==> config.mk <==
export PLATFORM = sky130hd
export DESIGN_NAME = ring_history_range_table
export DESIGN_NICKNAME = d
export VERILOG_FILES = /design/src/sv/rhrt_pkg.sv /design/src/sv/ring_history_range_table.sv /design/src/sv/rhrt_ram.sv
export SDC_FILE = /design/constraint.sdc
export NUM_CORES = 2
export LEC_CHECK = 0
export BUFFER_PORTS_ARGS = -buffer_cell sky130_fd_sc_hd__buf_2
export CAP_MARGIN = 0
export CORE_ASPECT_RATIO = 0.5
export CORE_MARGIN = 4
export CORE_UTILIZATION = 53
export CTS_BUF_LIST = sky130_fd_sc_hd__clkbuf_8
export CTS_CLUSTER_DIAMETER = 30
export DETAILED_ROUTE_END_ITERATION = 10
export PLACE_DENSITY = 0.7
export SLEW_MARGIN = 20
export SYNTH_ARGS = -nofsm -noshare
export SYNTH_HDL_FRONTEND = slang
export SYNTH_SLANG_ARGS = --single-unit
==> constraint.sdc <==
create_clock -name i_clk -period 26 [get_ports i_clk]
set_clock_uncertainty 0.1 [all_clocks]
set_input_delay 6.5 -clock i_clk [delete_from_list [all_inputs] [get_ports i_clk]]
set_output_delay 6.5 -clock i_clk [all_outputs]
set_load 0.03 [all_outputs]
==> src/sv/rhrt_pkg.sv <==
package rhrt_pkg;
    localparam int DEPTH = 16;
    localparam int AW = $clog2(DEPTH);
    localparam int CW = $clog2(DEPTH + 1);
    localparam int HB = 32;

    localparam logic [2:0] CMD_BEGIN = 3'd0;
    localparam logic [2:0] CMD_END   = 3'd1;
    localparam logic [2:0] CMD_ERASE = 3'd2;
    localparam logic [2:0] CMD_REPL  = 3'd3;
    localparam logic [2:0] CMD_READ  = 3'd4;
    localparam logic [2:0] CMD_WRITE = 3'd5;
    localparam logic [2:0] CMD_CLEAR = 3'd6;

    localparam logic [1:0] ST_DONE = 2'd0;
    localparam logic [1:0] ST_OFF  = 2'd1;
    localparam logic [1:0] ST_DIS  = 2'd2;

    localparam logic [0:0] REG_SIZE = 1'd0;
    localparam logic [0:0] REG_EN   = 1'd1;

    typedef struct packed {
        logic [HB-1:0] db;
        logic [HB-1:0] de;
        logic [HB-1:0] rb;
        logic [HB-1:0] re;
    } t_entry;
endpackage

==> src/sv/ring_history_range_table.sv <==
// Ring history of ranges: 16 entries of four 32-bit handles in one memory with
// a registered read. Every command returns exactly one result, strobed by
// o_valid for one cycle; the receiver cannot stall, so the block never waits.
// Begin reads and rewrites the new entry, then reads and patches the previous
// one; end reads then writes the entry, read range reads it and write range
// writes it. Replace record reads and writes every valid entry in turn. Erase
// runs a search pass of one read per valid entry, then a clearing pass of one
// read and one write per entry visited.
// busy is high from the cycle after start is accepted until the result cycle.
module ring_history_range_table
    import rhrt_pkg::*;
(
    input  logic          i_clk,
    input  logic          i_rst_n,
    input  logic          start,
    output logic          busy,
    input  logic          i_cfg_valid,
    output logic          o_cfg_ready,
    input  logic          i_cfg_index,
    input  logic [4:0]    i_cfg_data,
    input  logic [2:0]    i_command,
    input  logic [HB-1:0] i_disp_begin,
    input  logic [HB-1:0] i_disp_end,
    input  logic [HB-1:0] i_rec_begin,
    input  logic [HB-1:0] i_rec_end,
    input  logic [HB-1:0] i_new_rec,
    input  logic [4:0]    i_offset,
    input  logic          i_delete_entries,
    output logic          o_valid,
    output logic [1:0]    o_status,
    output logic [HB-1:0] o_out_disp_begin,
    output logic [HB-1:0] o_out_disp_end,
    output logic [HB-1:0] o_out_rec_begin,
    output logic [HB-1:0] o_out_rec_end,
    output logic [4:0]    o_entry_count
);
    localparam logic [2:0] S_IDLE = 3'd0;
    localparam logic [2:0] S_RD   = 3'd1;
    localparam logic [2:0] S_WR   = 3'd2;
    localparam logic [2:0] S_SRCH = 3'd3;
    localparam logic [2:0] S_DONE = 3'd4;

    logic [2:0]    r_state;
    logic [4:0]    r_size;
    logic          r_en;
    logic [CW-1:0] r_wp, r_cnt;
    logic [2:0]    r_cmd;
    logic [HB-1:0] r_db, r_de, r_rb, r_re, r_nr;
    logic          r_del;
    logic [CW-1:0] r_i, r_num;
    logic [AW-1:0] r_idx;
    logic          r_found;
    logic [1:0]    r_status;
    t_entry        r_out;
    logic          r_valid;

    logic          we;
    logic [AW-1:0] waddr, raddr;
    t_entry        wdata, rdata;

    rhrt_ram u_ram (
        .i_clk, .i_we(we), .i_waddr(waddr), .i_wdata(wdata),
        .i_raddr(raddr), .o_rdata(rdata)
    );

    logic [CW-1:0] s_eff, cnt_c, wp_c, wpw;
    logic [CW:0]   ridx;
    always_comb begin
        s_eff = (r_size > 5'(DEPTH)) ? CW'(DEPTH) : CW'(r_size);
        cnt_c = (r_cnt > s_eff) ? s_eff : r_cnt;
        wp_c  = (r_wp > s_eff) ? s_eff : r_wp;
        wpw   = (wp_c >= s_eff) ? '0 : wp_c;
        ridx  = {1'b0, wp_c} - (CW+1)'(i_offset) - 1'b1;
        if (ridx[CW]) ridx = ridx + {1'b0, cnt_c};
    end

    assign busy        = (r_state != S_IDLE);
    assign o_cfg_ready = 1'b1;

    // memory access control
    logic [AW-1:0] prev_idx;
    always_comb begin
        we = 1'b0; waddr = r_idx; wdata = rdata;
        raddr = r_idx;
        prev_idx = (r_wp == '0) ? AW'(s_eff - 1'b1) : AW'(r_wp - 1'b1);
        if (r_state == S_WR) begin
            case (r_cmd)
                CMD_BEGIN: begin
                    // stage 0 writes the new entry begin, stage 1 patches prev
                    if (r_i == '0) begin
                        we = 1'b1; waddr = AW'(r_wp);
                        wdata.db = r_db; wdata.rb = r_rb;
                    end else begin
                        we = 1'b1; waddr = prev_idx;
                        if (rdata.de != '0) wdata.de = r_db;
                        if (rdata.re != '0) wdata.re = r_rb;
                    end
                end
                CMD_END: begin
                    we = 1'b1; waddr = AW'(r_wp);
                    wdata.de = r_de; wdata.re = r_re;
                end
                CMD_ERASE: begin
                    we = 1'b1;
                    wdata.db = '0; wdata.de = '0;
                end
                CMD_REPL: begin
                    we = 1'b1;
                    if (rdata.rb == r_rb) wdata.rb = r_nr;
                    if (rdata.re == r_rb) wdata.re = r_nr;
                end
                CMD_WRITE: begin
                    we = 1'b1;
                    wdata = '{db: r_db, de: r_de, rb: r_rb, re: r_re};
                end
                default: we = 1'b0;
            endcase
        end
    end

    // config writes
    always_ff @(posedge i_clk) begin
        if (!i_rst_n) begin
            r_size <= 5'd16;
            r_en   <= 1'b1;
        end else if (i_cfg_valid && o_cfg_ready) begin
            case (i_cfg_index)
                REG_SIZE: r_size <= i_cfg_data;
                REG_EN:   r_en   <= i_cfg_data[0];
                default:  ;
            endcase
        end
    end

    // command sequencer
    always_ff @(posedge i_clk) begin
        if (!i_rst_n) begin
            r_state <= S_IDLE;
            r_wp    <= '0;
            r_cnt   <= '0;
            r_valid <= 1'b0;
        end else begin
            r_valid <= 1'b0;
            case (r_state)
                S_IDLE: if (start) begin
                    r_cmd <= i_command; r_db <= i_disp_begin; r_de <= i_disp_end;
                    r_rb <= i_rec_begin; r_re <= i_rec_end; r_nr <= i_new_rec;
                    r_del <= i_delete_entries;
                    r_cnt <= cnt_c; r_wp <= wp_c;
                    r_status <= ST_DONE; r_out <= '0;
                    r_i <= '0; r_found <= 1'b0;
                    r_state <= S_DONE;
                    case (i_command)
                        CMD_BEGIN, CMD_END: if (!r_en || s_eff == '0) begin
                            r_status <= ST_DIS;
                        end else begin
                            // read the entry first so untouched handles survive
                            r_wp <= wpw;
                            r_idx <= AW'(wpw);
                            r_state <= S_RD;
                        end
                        CMD_ERASE: if (!r_en || s_eff == '0) begin
                            r_status <= ST_DIS;
                        end else if (cnt_c != '0) begin
                            r_idx <= '0;
                            r_state <= S_SRCH;
                        end
                        CMD_REPL: if (cnt_c != '0) begin
                            r_idx <= '0; r_state <= S_RD;
                        end
                        CMD_READ, CMD_WRITE: begin
                            if (CW'(i_offset) >= cnt_c || i_offset > 5'(DEPTH)
                                || ridx[CW] || ridx >= (CW+1)'(DEPTH)) begin
                                r_status <= ST_OFF;
                            end else begin
                                r_idx <= AW'(ridx);
                                r_state <= (i_command == CMD_READ) ? S_RD : S_WR;
                            end
                        end
                        CMD_CLEAR: begin
                            r_wp <= '0; r_cnt <= '0;
                        end
                        default: ;
                    endcase
                end
                S_SRCH: begin
                    // issue reads for 0..cnt-1, compare each once its registered data returns
                    if (r_i != '0 && rdata.db == r_db) r_found <= 1'b1;
                    if (r_i == r_cnt) begin
                        if ((r_found || rdata.db == r_db) || r_db == '0) begin
                            r_num <= r_cnt; r_i <= '0;
                            r_idx <= (r_db == '0) ? '0 :
                                     ((r_wp == '0) ? AW'(s_eff - 1'b1)
                                                   : AW'(r_wp - 1'b1));
                            r_state <= S_RD;
                        end else r_state <= S_DONE;
                    end else begin
                        r_i <= r_i + 1'b1;
                        if (r_i + 1'b1 != r_cnt) r_idx <= AW'(r_i + 1'b1);
                    end
                end
                S_RD: r_state <= S_WR;
                S_WR: begin
                    if (r_cmd == CMD_READ) r_out <= rdata;
                    case (r_cmd)
                        CMD_BEGIN: if (r_i == '0 && r_cnt != '0) begin
                            r_i <= CW'(1); r_idx <= prev_idx; r_state <= S_RD;
                        end else r_state <= S_DONE;
                        CMD_END: begin
                            r_wp <= r_wp + 1'b1;
                            if (r_cnt < s_eff) r_cnt <= r_cnt + 1'b1;
                            r_state <= S_DONE;
                        end
                        CMD_ERASE: if (r_db == '0) begin
                            if (r_i + 1'b1 == r_num) r_state <= S_DONE;
                            else begin
                                r_i <= r_i + 1'b1; r_idx <= AW'(r_i + 1'b1);
                                r_state <= S_RD;
                            end
                        end else begin
                            if (r_del) begin
                                r_cnt <= r_cnt - 1'b1;
                                r_wp <= (r_wp == '0) ? s_eff - 1'b1 : r_wp - 1'b1;
                            end
                            if (rdata.db == r_db || r_i + 1'b1 == r_num)
                                r_state <= S_DONE;
                            else begin
                                r_i <= r_i + 1'b1;
                                r_idx <= (r_idx == '0) ? AW'(r_num - 1'b1)
                                                       : r_idx - 1'b1;
                                r_state <= S_RD;
                            end
                        end
                        CMD_REPL: if (r_i + 1'b1 == r_cnt) r_state <= S_DONE;
                        else begin
                            r_i <= r_i + 1'b1; r_idx <= AW'(r_i + 1'b1);
                            r_state <= S_RD;
                        end
                        default: r_state <= S_DONE;
                    endcase
                end
                S_DONE: begin
                    r_valid <= 1'b1;
                    r_state <= S_IDLE;
                end
                default: r_state <= S_IDLE;
            endcase
        end
    end

    assign o_valid          = r_valid;
    assign o_status         = r_status;
    assign o_out_disp_begin = r_out.db;
    assign o_out_disp_end   = r_out.de;
    assign o_out_rec_begin  = r_out.rb;
    assign o_out_rec_end    = r_out.re;
    assign o_entry_count    = 5'(r_cnt);

    a_cnt: assert property (@(posedge i_clk) disable iff (!i_rst_n)
        r_cnt <= CW'(DEPTH)) else $error("count over depth");
    a_onestrobe: assert property (@(posedge i_clk) disable iff (!i_rst_n)
        o_valid |=> !o_valid) else $error("double strobe");
    a_busy: assert property (@(posedge i_clk) disable iff (!i_rst_n)
        o_valid |-> !busy) else $error("result while busy");
endmodule

==> src/sv/rhrt_ram.sv <==
module rhrt_ram
    import rhrt_pkg::*;
(
    input  logic         i_clk,
    input  logic         i_we,
    input  logic [AW-1:0] i_waddr,
    input  t_entry       i_wdata,
    input  logic [AW-1:0] i_raddr,
    output t_entry       o_rdata
);
    t_entry mem [DEPTH];

    // write one entry, read one entry with registered data
    always_ff @(posedge i_clk) begin
        if (i_we) mem[i_waddr] <= i_wdata;
        o_rdata <= mem[i_raddr];
    end
endmodule

### Word level (Yosys, flattened, before mapping)

Memories as Yosys holds them, arrays and structs flattened. A register that Yosys moved wholly into a read port is not among the register bits.
Index checks and enable logic that the tools add are counted.

* add/sub/neg operators: 11
* order comparisons: 8
* equality and inequality tests: 41
* mux-type cells: 96
* bitwise operators: 1
* reductions and logical operators: 43

Operator list (number)
* $mux W128: 3
* $pmux W32 S3: 4
* $mux W32: 8
* $pmux W128 S2: 1
* $mux W5: 22
* $eq A32 B32 Y1: 3
* $mux W4: 18
* $reduce_bool A32 Y1: 2
* $pmux W5 S2: 5
* $mux W3: 13
* $logic_not A32 Y1: 1
* $ne A3 B3 Y1 const B: 10
* $pmux W5 S3: 2
* $pmux W3 S4: 2
* $pmux W4 S3: 2
* $eq A3 B2 Y1 const B: 6
* $eq A3 B3 Y1 const B: 6
* $pmux W4 S4: 1
* $add A5 B1 Y5 const B: 3
* $eq A5 B5 Y1: 3
* $logic_not A5 Y1: 3
* $reduce_bool A5 Y1: 3
* $sub A5 B1 Y5 const B: 3
* $reduce_and A14 Y1: 1
* other kinds (41): 75

* bits in registers: 329
* memory bits (writable): 2048
* input bits: 179
* output and inout port bits: 138
* word-level logic and storage cells: 223
* memories kept: 1

Memory list
* u_ram.mem: words 16, width 128, rd ports 1, clocked after memory_dff 1, wr ports 1, line rhrt_ram.sv:11 `t_entry mem [DEPTH];`

### Depth between registers and ports, before layout

* depth after elaboration: 14
* depth in mapped cells: 20
* mapped depth without buffers: 19

### Hierarchy

A second synthesis with hierarchy kept.

* cells, all modules: 4831
* area total of the unflattened synthesis: 96623.9 um^2

Modules (own cells, without submodules)
* rhrt_ram: times used 1, cells an instance 3365, area each 79331.1 um^2, seq. area each 64061.4 um^2
* ring_history_range_table: times used 1, cells an instance 1466, area each 17292.8 um^2, seq. area each 9679.3 um^2

### Worst setup path before layout

No wires, ideal clock.

* path kind: input-to-reg
* start: in start
* end: reg r_out, in the netlist o_out_disp_begin[0], enable pin
* library setup time: 0.772 ns
* arrival time: 15.432 ns
* data required time: 25.128 ns
* setup slack: 9.697 ns
* stages: 2
* path buffers: 0
* cell sequence: o211ai_1 > nor3_1

* cells in the longest elaborated chain, start to end: 2

RTL lines
* start: declaration: line ring_history_range_table.sv:15 `input logic start,`
* $ne A2 B2 Y1 (no line)
* $reduce_and A4 Y1 (no line)
* end signal: assignment: line ring_history_range_table.sv:204 `if (r_cmd == CMD_READ) r_out <= rdata;`
* end: declaration: line ring_history_range_table.sv:54 `t_entry r_out;`

No other way between the ends.
A chain may end at the register's enable or synchronous reset.

### Worst setup path in the final report

* start: in i_offset[0]
* end: reg r_idx[3], enable pin

* cells in the longest elaborated chain, start to end: 8
* elaborated cells on any way between the ends: 12
* those cells by class: add/sub: 3; order compare: 3; eq/ne: 1; mux: 1; reduce/logical: 4

RTL lines
* start: declaration: line ring_history_range_table.sv:27 `input logic [4:0] i_offset,`
* $sub A5 B5 Y6: line ring_history_range_table.sv:73 `ridx = {1'b0, wp_c} - (CW+1)'(i_offset) - 1'b1;`
* $sub A6 B1 Y6: line ring_history_range_table.sv:73
* $add A6 B5 Y6: line ring_history_range_table.sv:74 `if (ridx[CW]) ridx = ridx + {1'b0, cnt_c};`
* $mux W6: line ring_history_range_table.sv:74
* $ge A6 B5 Y1 / $logic_or A1 B1 Y1 (equally long branches): line ring_history_range_table.sv:173 `|| ridx[CW] || ridx >= (CW+1)'(DEPTH)) begin`
* $logic_or A1 B1 Y1 *: line ring_history_range_table.sv:173
* $ne A3 B3 Y1 (no line) *
* $reduce_and A14 Y1 (no line) *
* end signal: assignment: line ring_history_range_table.sv:176 `r_idx <= AW'(ridx);`
* end signal: assignment: line ring_history_range_table.sv:192 `r_idx <= (r_db == '0) ? '0 :`
* end signal: assignment: line ring_history_range_table.sv:199 `if (r_i + 1'b1 != r_cnt) r_idx <= AW'(r_i + 1'b1);`
* end: declaration: line ring_history_range_table.sv:51 `logic [AW-1:0] r_idx;`

Mark *: on every way between the ends. The rest lies on a longest branch, timed or not.

==> run metrics <==
Setup CP Type=in -> reg; Area Growth Syn to Fin=13.2%; Syn Inst Count=~4600; Synth Cell Area=about 0.1 mm2; Initial Utilization=0.537; htree depth=5; Peak Freq=between 0.1 and 0.15 GHz; Crit. End Element=register; commonest non-fill, non-tap cell in the layout=edfxtp_1; clock root buffer=clkbuf_8; DR iter-0 viols=7058; gr usage total=0.261; CTS max path bufs=4; share of cells above drive strength 1=0.320; gpl congestion=between 0.9 and 1; post-layout net count=roughly 5400; pre-CTS WS=about 16 ns; post-synthesis average cell area=between 20 and 25 um2; worst min path class=reg -> reg; first-pass GRT wire length=roughly 360000 um; number of global-route vias before repair=roughly 51000; Worst-Margin Slew=roughly 1.4 ns; most frequent cells in the layout=2357 x edfxtp_1, 640 x mux4_2, 403 x clkbuf_8; final setup vio count=0; syn_nets=4788; hold violation count in the final report=0; number of synthesized flops with an enable pin=approximately 2400; port bufs=~320; CP arrival=just under 10 ns; CP max stage cell=fa_1; # DRC=0; DRT antenna net count=0; antenna violations before repair=20; Final Cell Area=roughly 0.11 mm2; Crit Path Max Fanout=4; Die H=between 300 and 400 um; slowest stage delay, CP=0.42 ns; CTS tree=done; DR WL/cell=32.0 um; Ys Warns=0; Post-synth ARST share=0; Pre-antenna DRT Iters=6; Crit path required time=~26 ns; row cnt=110; Netlist cell types=76; total placed instance area=just over 0.1 mm2; I/O pin total=317; CP Cell Sequence=buf_2 -> inv_1 -> ha_1 -> inv_1 -> fa_1 -> xnor2_1 -> ha_1 -> nor2b_1 -> o21ai_0 -> a31oi_1 -> o31a_1 -> o21ai_0 -> a31oi_1 -> nor3b_2; final worst slack=~17 ns; RSZ-0062 raised after global routing=false; TritonCTS buffer count=between 300 and 400; Relative slew margins=0.0906; Die W=614 um; setup_tns=0 ns; clock network latency to the later pin of the worst-skew pair=about 0.97 ns; Main synth FF type=edfxtp_1; DIE AREA=0.191 mm2; max-slew violation count=0; Via density=roughly 6.4; CP Launch Type=input pin; Final Util=0.608; max_cap viols=0; vias=50186; Fill cells=12293; WP buf/inv=3; status=complete, no violations; post-CTS resize count=0; VDD IR max=0.0000405 V; total global routing overflow=0; Clock transition at path regs=approximately 0.070 ns; drt total wl=~250000 um; Final Cycle Share=0.351; Post-CTS Setup Bufs=0; CTS sink count=about 2500; detailed placement HPWL=about 140000 um; minimum clock period=approximately 9.1 ns; Top delay family on crit path=compound AO/OA/AOI/OAI gates; Core Region=around 0.18 mm2; largest net degree at the start of global routing=around 160; Static Leak=between 30 and 40 nW; Hold Slack=around 0.46 ns; CTS Hold Bufs=0; post-synthesis sequential area ratio=0.758; PwrDens=between 80 and 90 mW/mm2; register bit total from synthesis=2505
[metal layers]
layer | up-vias | track usage | wire length [um]
met5 | - | 0 | 0
met4 | 0 | 0.104 | 9640
met3 | 471 | 0.0422 | 21300
met2 | 2868 | 0.420 | 125000
met1 | 26535 | 0.363 | 96300
li1 | 20312 | - | -
[power by group]
| group | internal, mW | leakage [nW] | switching [mW] |
|---|---|---|---|
| sequential | 4.70 | 22.6 | 0.131 |
| combinational | 0.379 | 9.45 | 0.597 |
| clock | 1.73 | 4.23 | 1.53 |
| total | 6.81 | 36.3 | 2.26 |
[area by class of cell]
cell class                      instances  area (um2)  area share
Multi-Input combinational cell       1776       22900       0.207
Inverter                               44         165     0.00150
Tap cell                             2408        3010      0.0273
Sequential cell                      2505       73700       0.669
Timing Repair Buffer                  458        2820      0.0256
Clock inverter                        265        2030      0.0184
Clock buffer                          403        5550      0.0503
Antenna cell                           13        32.5    0.000295
[worst reg2reg max path: stages (launching register included)]
cell and delay (ns):
dfxtp_1 0.46, nor2b_1 0.38, inv_1 0.15, ha_1 0.29, and3_1 0.19, and3_1 0.17
a21oi_1 0.38, mux2i_1 0.72, ha_1 0.35, inv_1 0.08, fa_1 0.42, xnor2_1 0.25
ha_1 0.32, nor2b_1 0.15, o21ai_0 0.20, a31oi_1 0.12, o31a_1 0.28, o21ai_0 0.38
a31oi_1 0.18, nor3b_2 0.35
[sequential cells by signal (all words and copies together) (netlist names), 32 cells and up]
name              flops
o_out_rec_end        32
r_rb                 32
r_de                 32
r_re                 32
o_out_rec_begin      32
o_out_disp_end       32
o_out_disp_begin     32
r_db                 32
u_ram.o_rdata       128
u_ram.mem          2048
r_nr                 32
[path summary, 6_finish.rpt]
check               from       end  slack [ns]  cells past startpoint
min reg2reg   r_state[2]   o_valid        0.46                      2
max reg2reg    r_size[4]  r_idx[3]       19.78                     19
max          i_offset[0]  r_idx[3]       16.88                     14
min           r_state[2]   o_valid        0.46                      2
[cell families (layout without fill, tap and decap cells)]
logic type,after synthesis,count (layout),synth area share
muxes,734,734,0.159
xor gates and xnor gates,131,131,0.0120
other,1,14,0.0000385
DFF,2505,2505,0.758
AOI/OAI and AO/OA,421,421,0.0297
and+or+nand+nor,443,443,0.0243
adders and majority gates,46,46,0.00615
buffers and inverters,282,1170,0.0113
[through the flow]
step                      power (mW)  instances
after floorplan                 5.51       4563
after global placement          5.84       7189
after detailed placement        5.87       7189
after CTS                       9.10       7857
after global routing            9.39       7868
final                           9.08       7872
[cells in the mapped netlist (3+ instances only)]
library cell | instances | area share
a21oi_1 | 62 | 0.0032
dfxtp_1 | 148 | 0.030
o21bai_1 | 3 | 0.00023
nand2_1 | 104 | 0.0040
nor2_1 | 61 | 0.0024
or2_2 | 3 | 0.00019
mux2_2 | 62 | 0.0072
nand2b_1 | 7 | 0.00045
inv_1 | 42 | 0.0016
o21ai_0 | 120 | 0.0062
clkbuf_1 | 151 | 0.0058
a21o_1 | 11 | 0.00085
o211a_1 | 4 | 0.00041
o211ai_1 | 3 | 0.00023
mux4_2 | 640 | 0.15
a32oi_1 | 7 | 0.00063
nand3_1 | 16 | 0.00082
and2_1 | 129 | 0.0083
nor4_1 | 47 | 0.0030
fa_1 | 3 | 0.00062
or3_1 | 7 | 0.00045
a221oi_1 | 34 | 0.0031
mux2i_1 | 22 | 0.0023
buf_4 | 4 | 0.00031
o2111ai_1 | 3 | 0.00027
buf_1 | 60 | 0.0023
edfxtp_1 | 2357 | 0.73
mux2_1 | 10 | 0.0012
a2bb2oi_1 | 32 | 0.0029
nand4_1 | 20 | 0.0013
a31oi_1 | 8 | 0.00051
nor3_1 | 19 | 0.00098
and3_1 | 6 | 0.00039
ha_1 | 43 | 0.0055
a211oi_1 | 5 | 0.00039
a22o_1 | 35 | 0.0032
nor2b_1 | 9 | 0.00058
xor2_1 | 77 | 0.0069
xnor2_1 | 52 | 0.0047
o221ai_1 | 5 | 0.00045
a22oi_1 | 66 | 0.0051
buf_2 | 23 | 0.0012
Note: power is estimated with default switching activity, not from simulation.
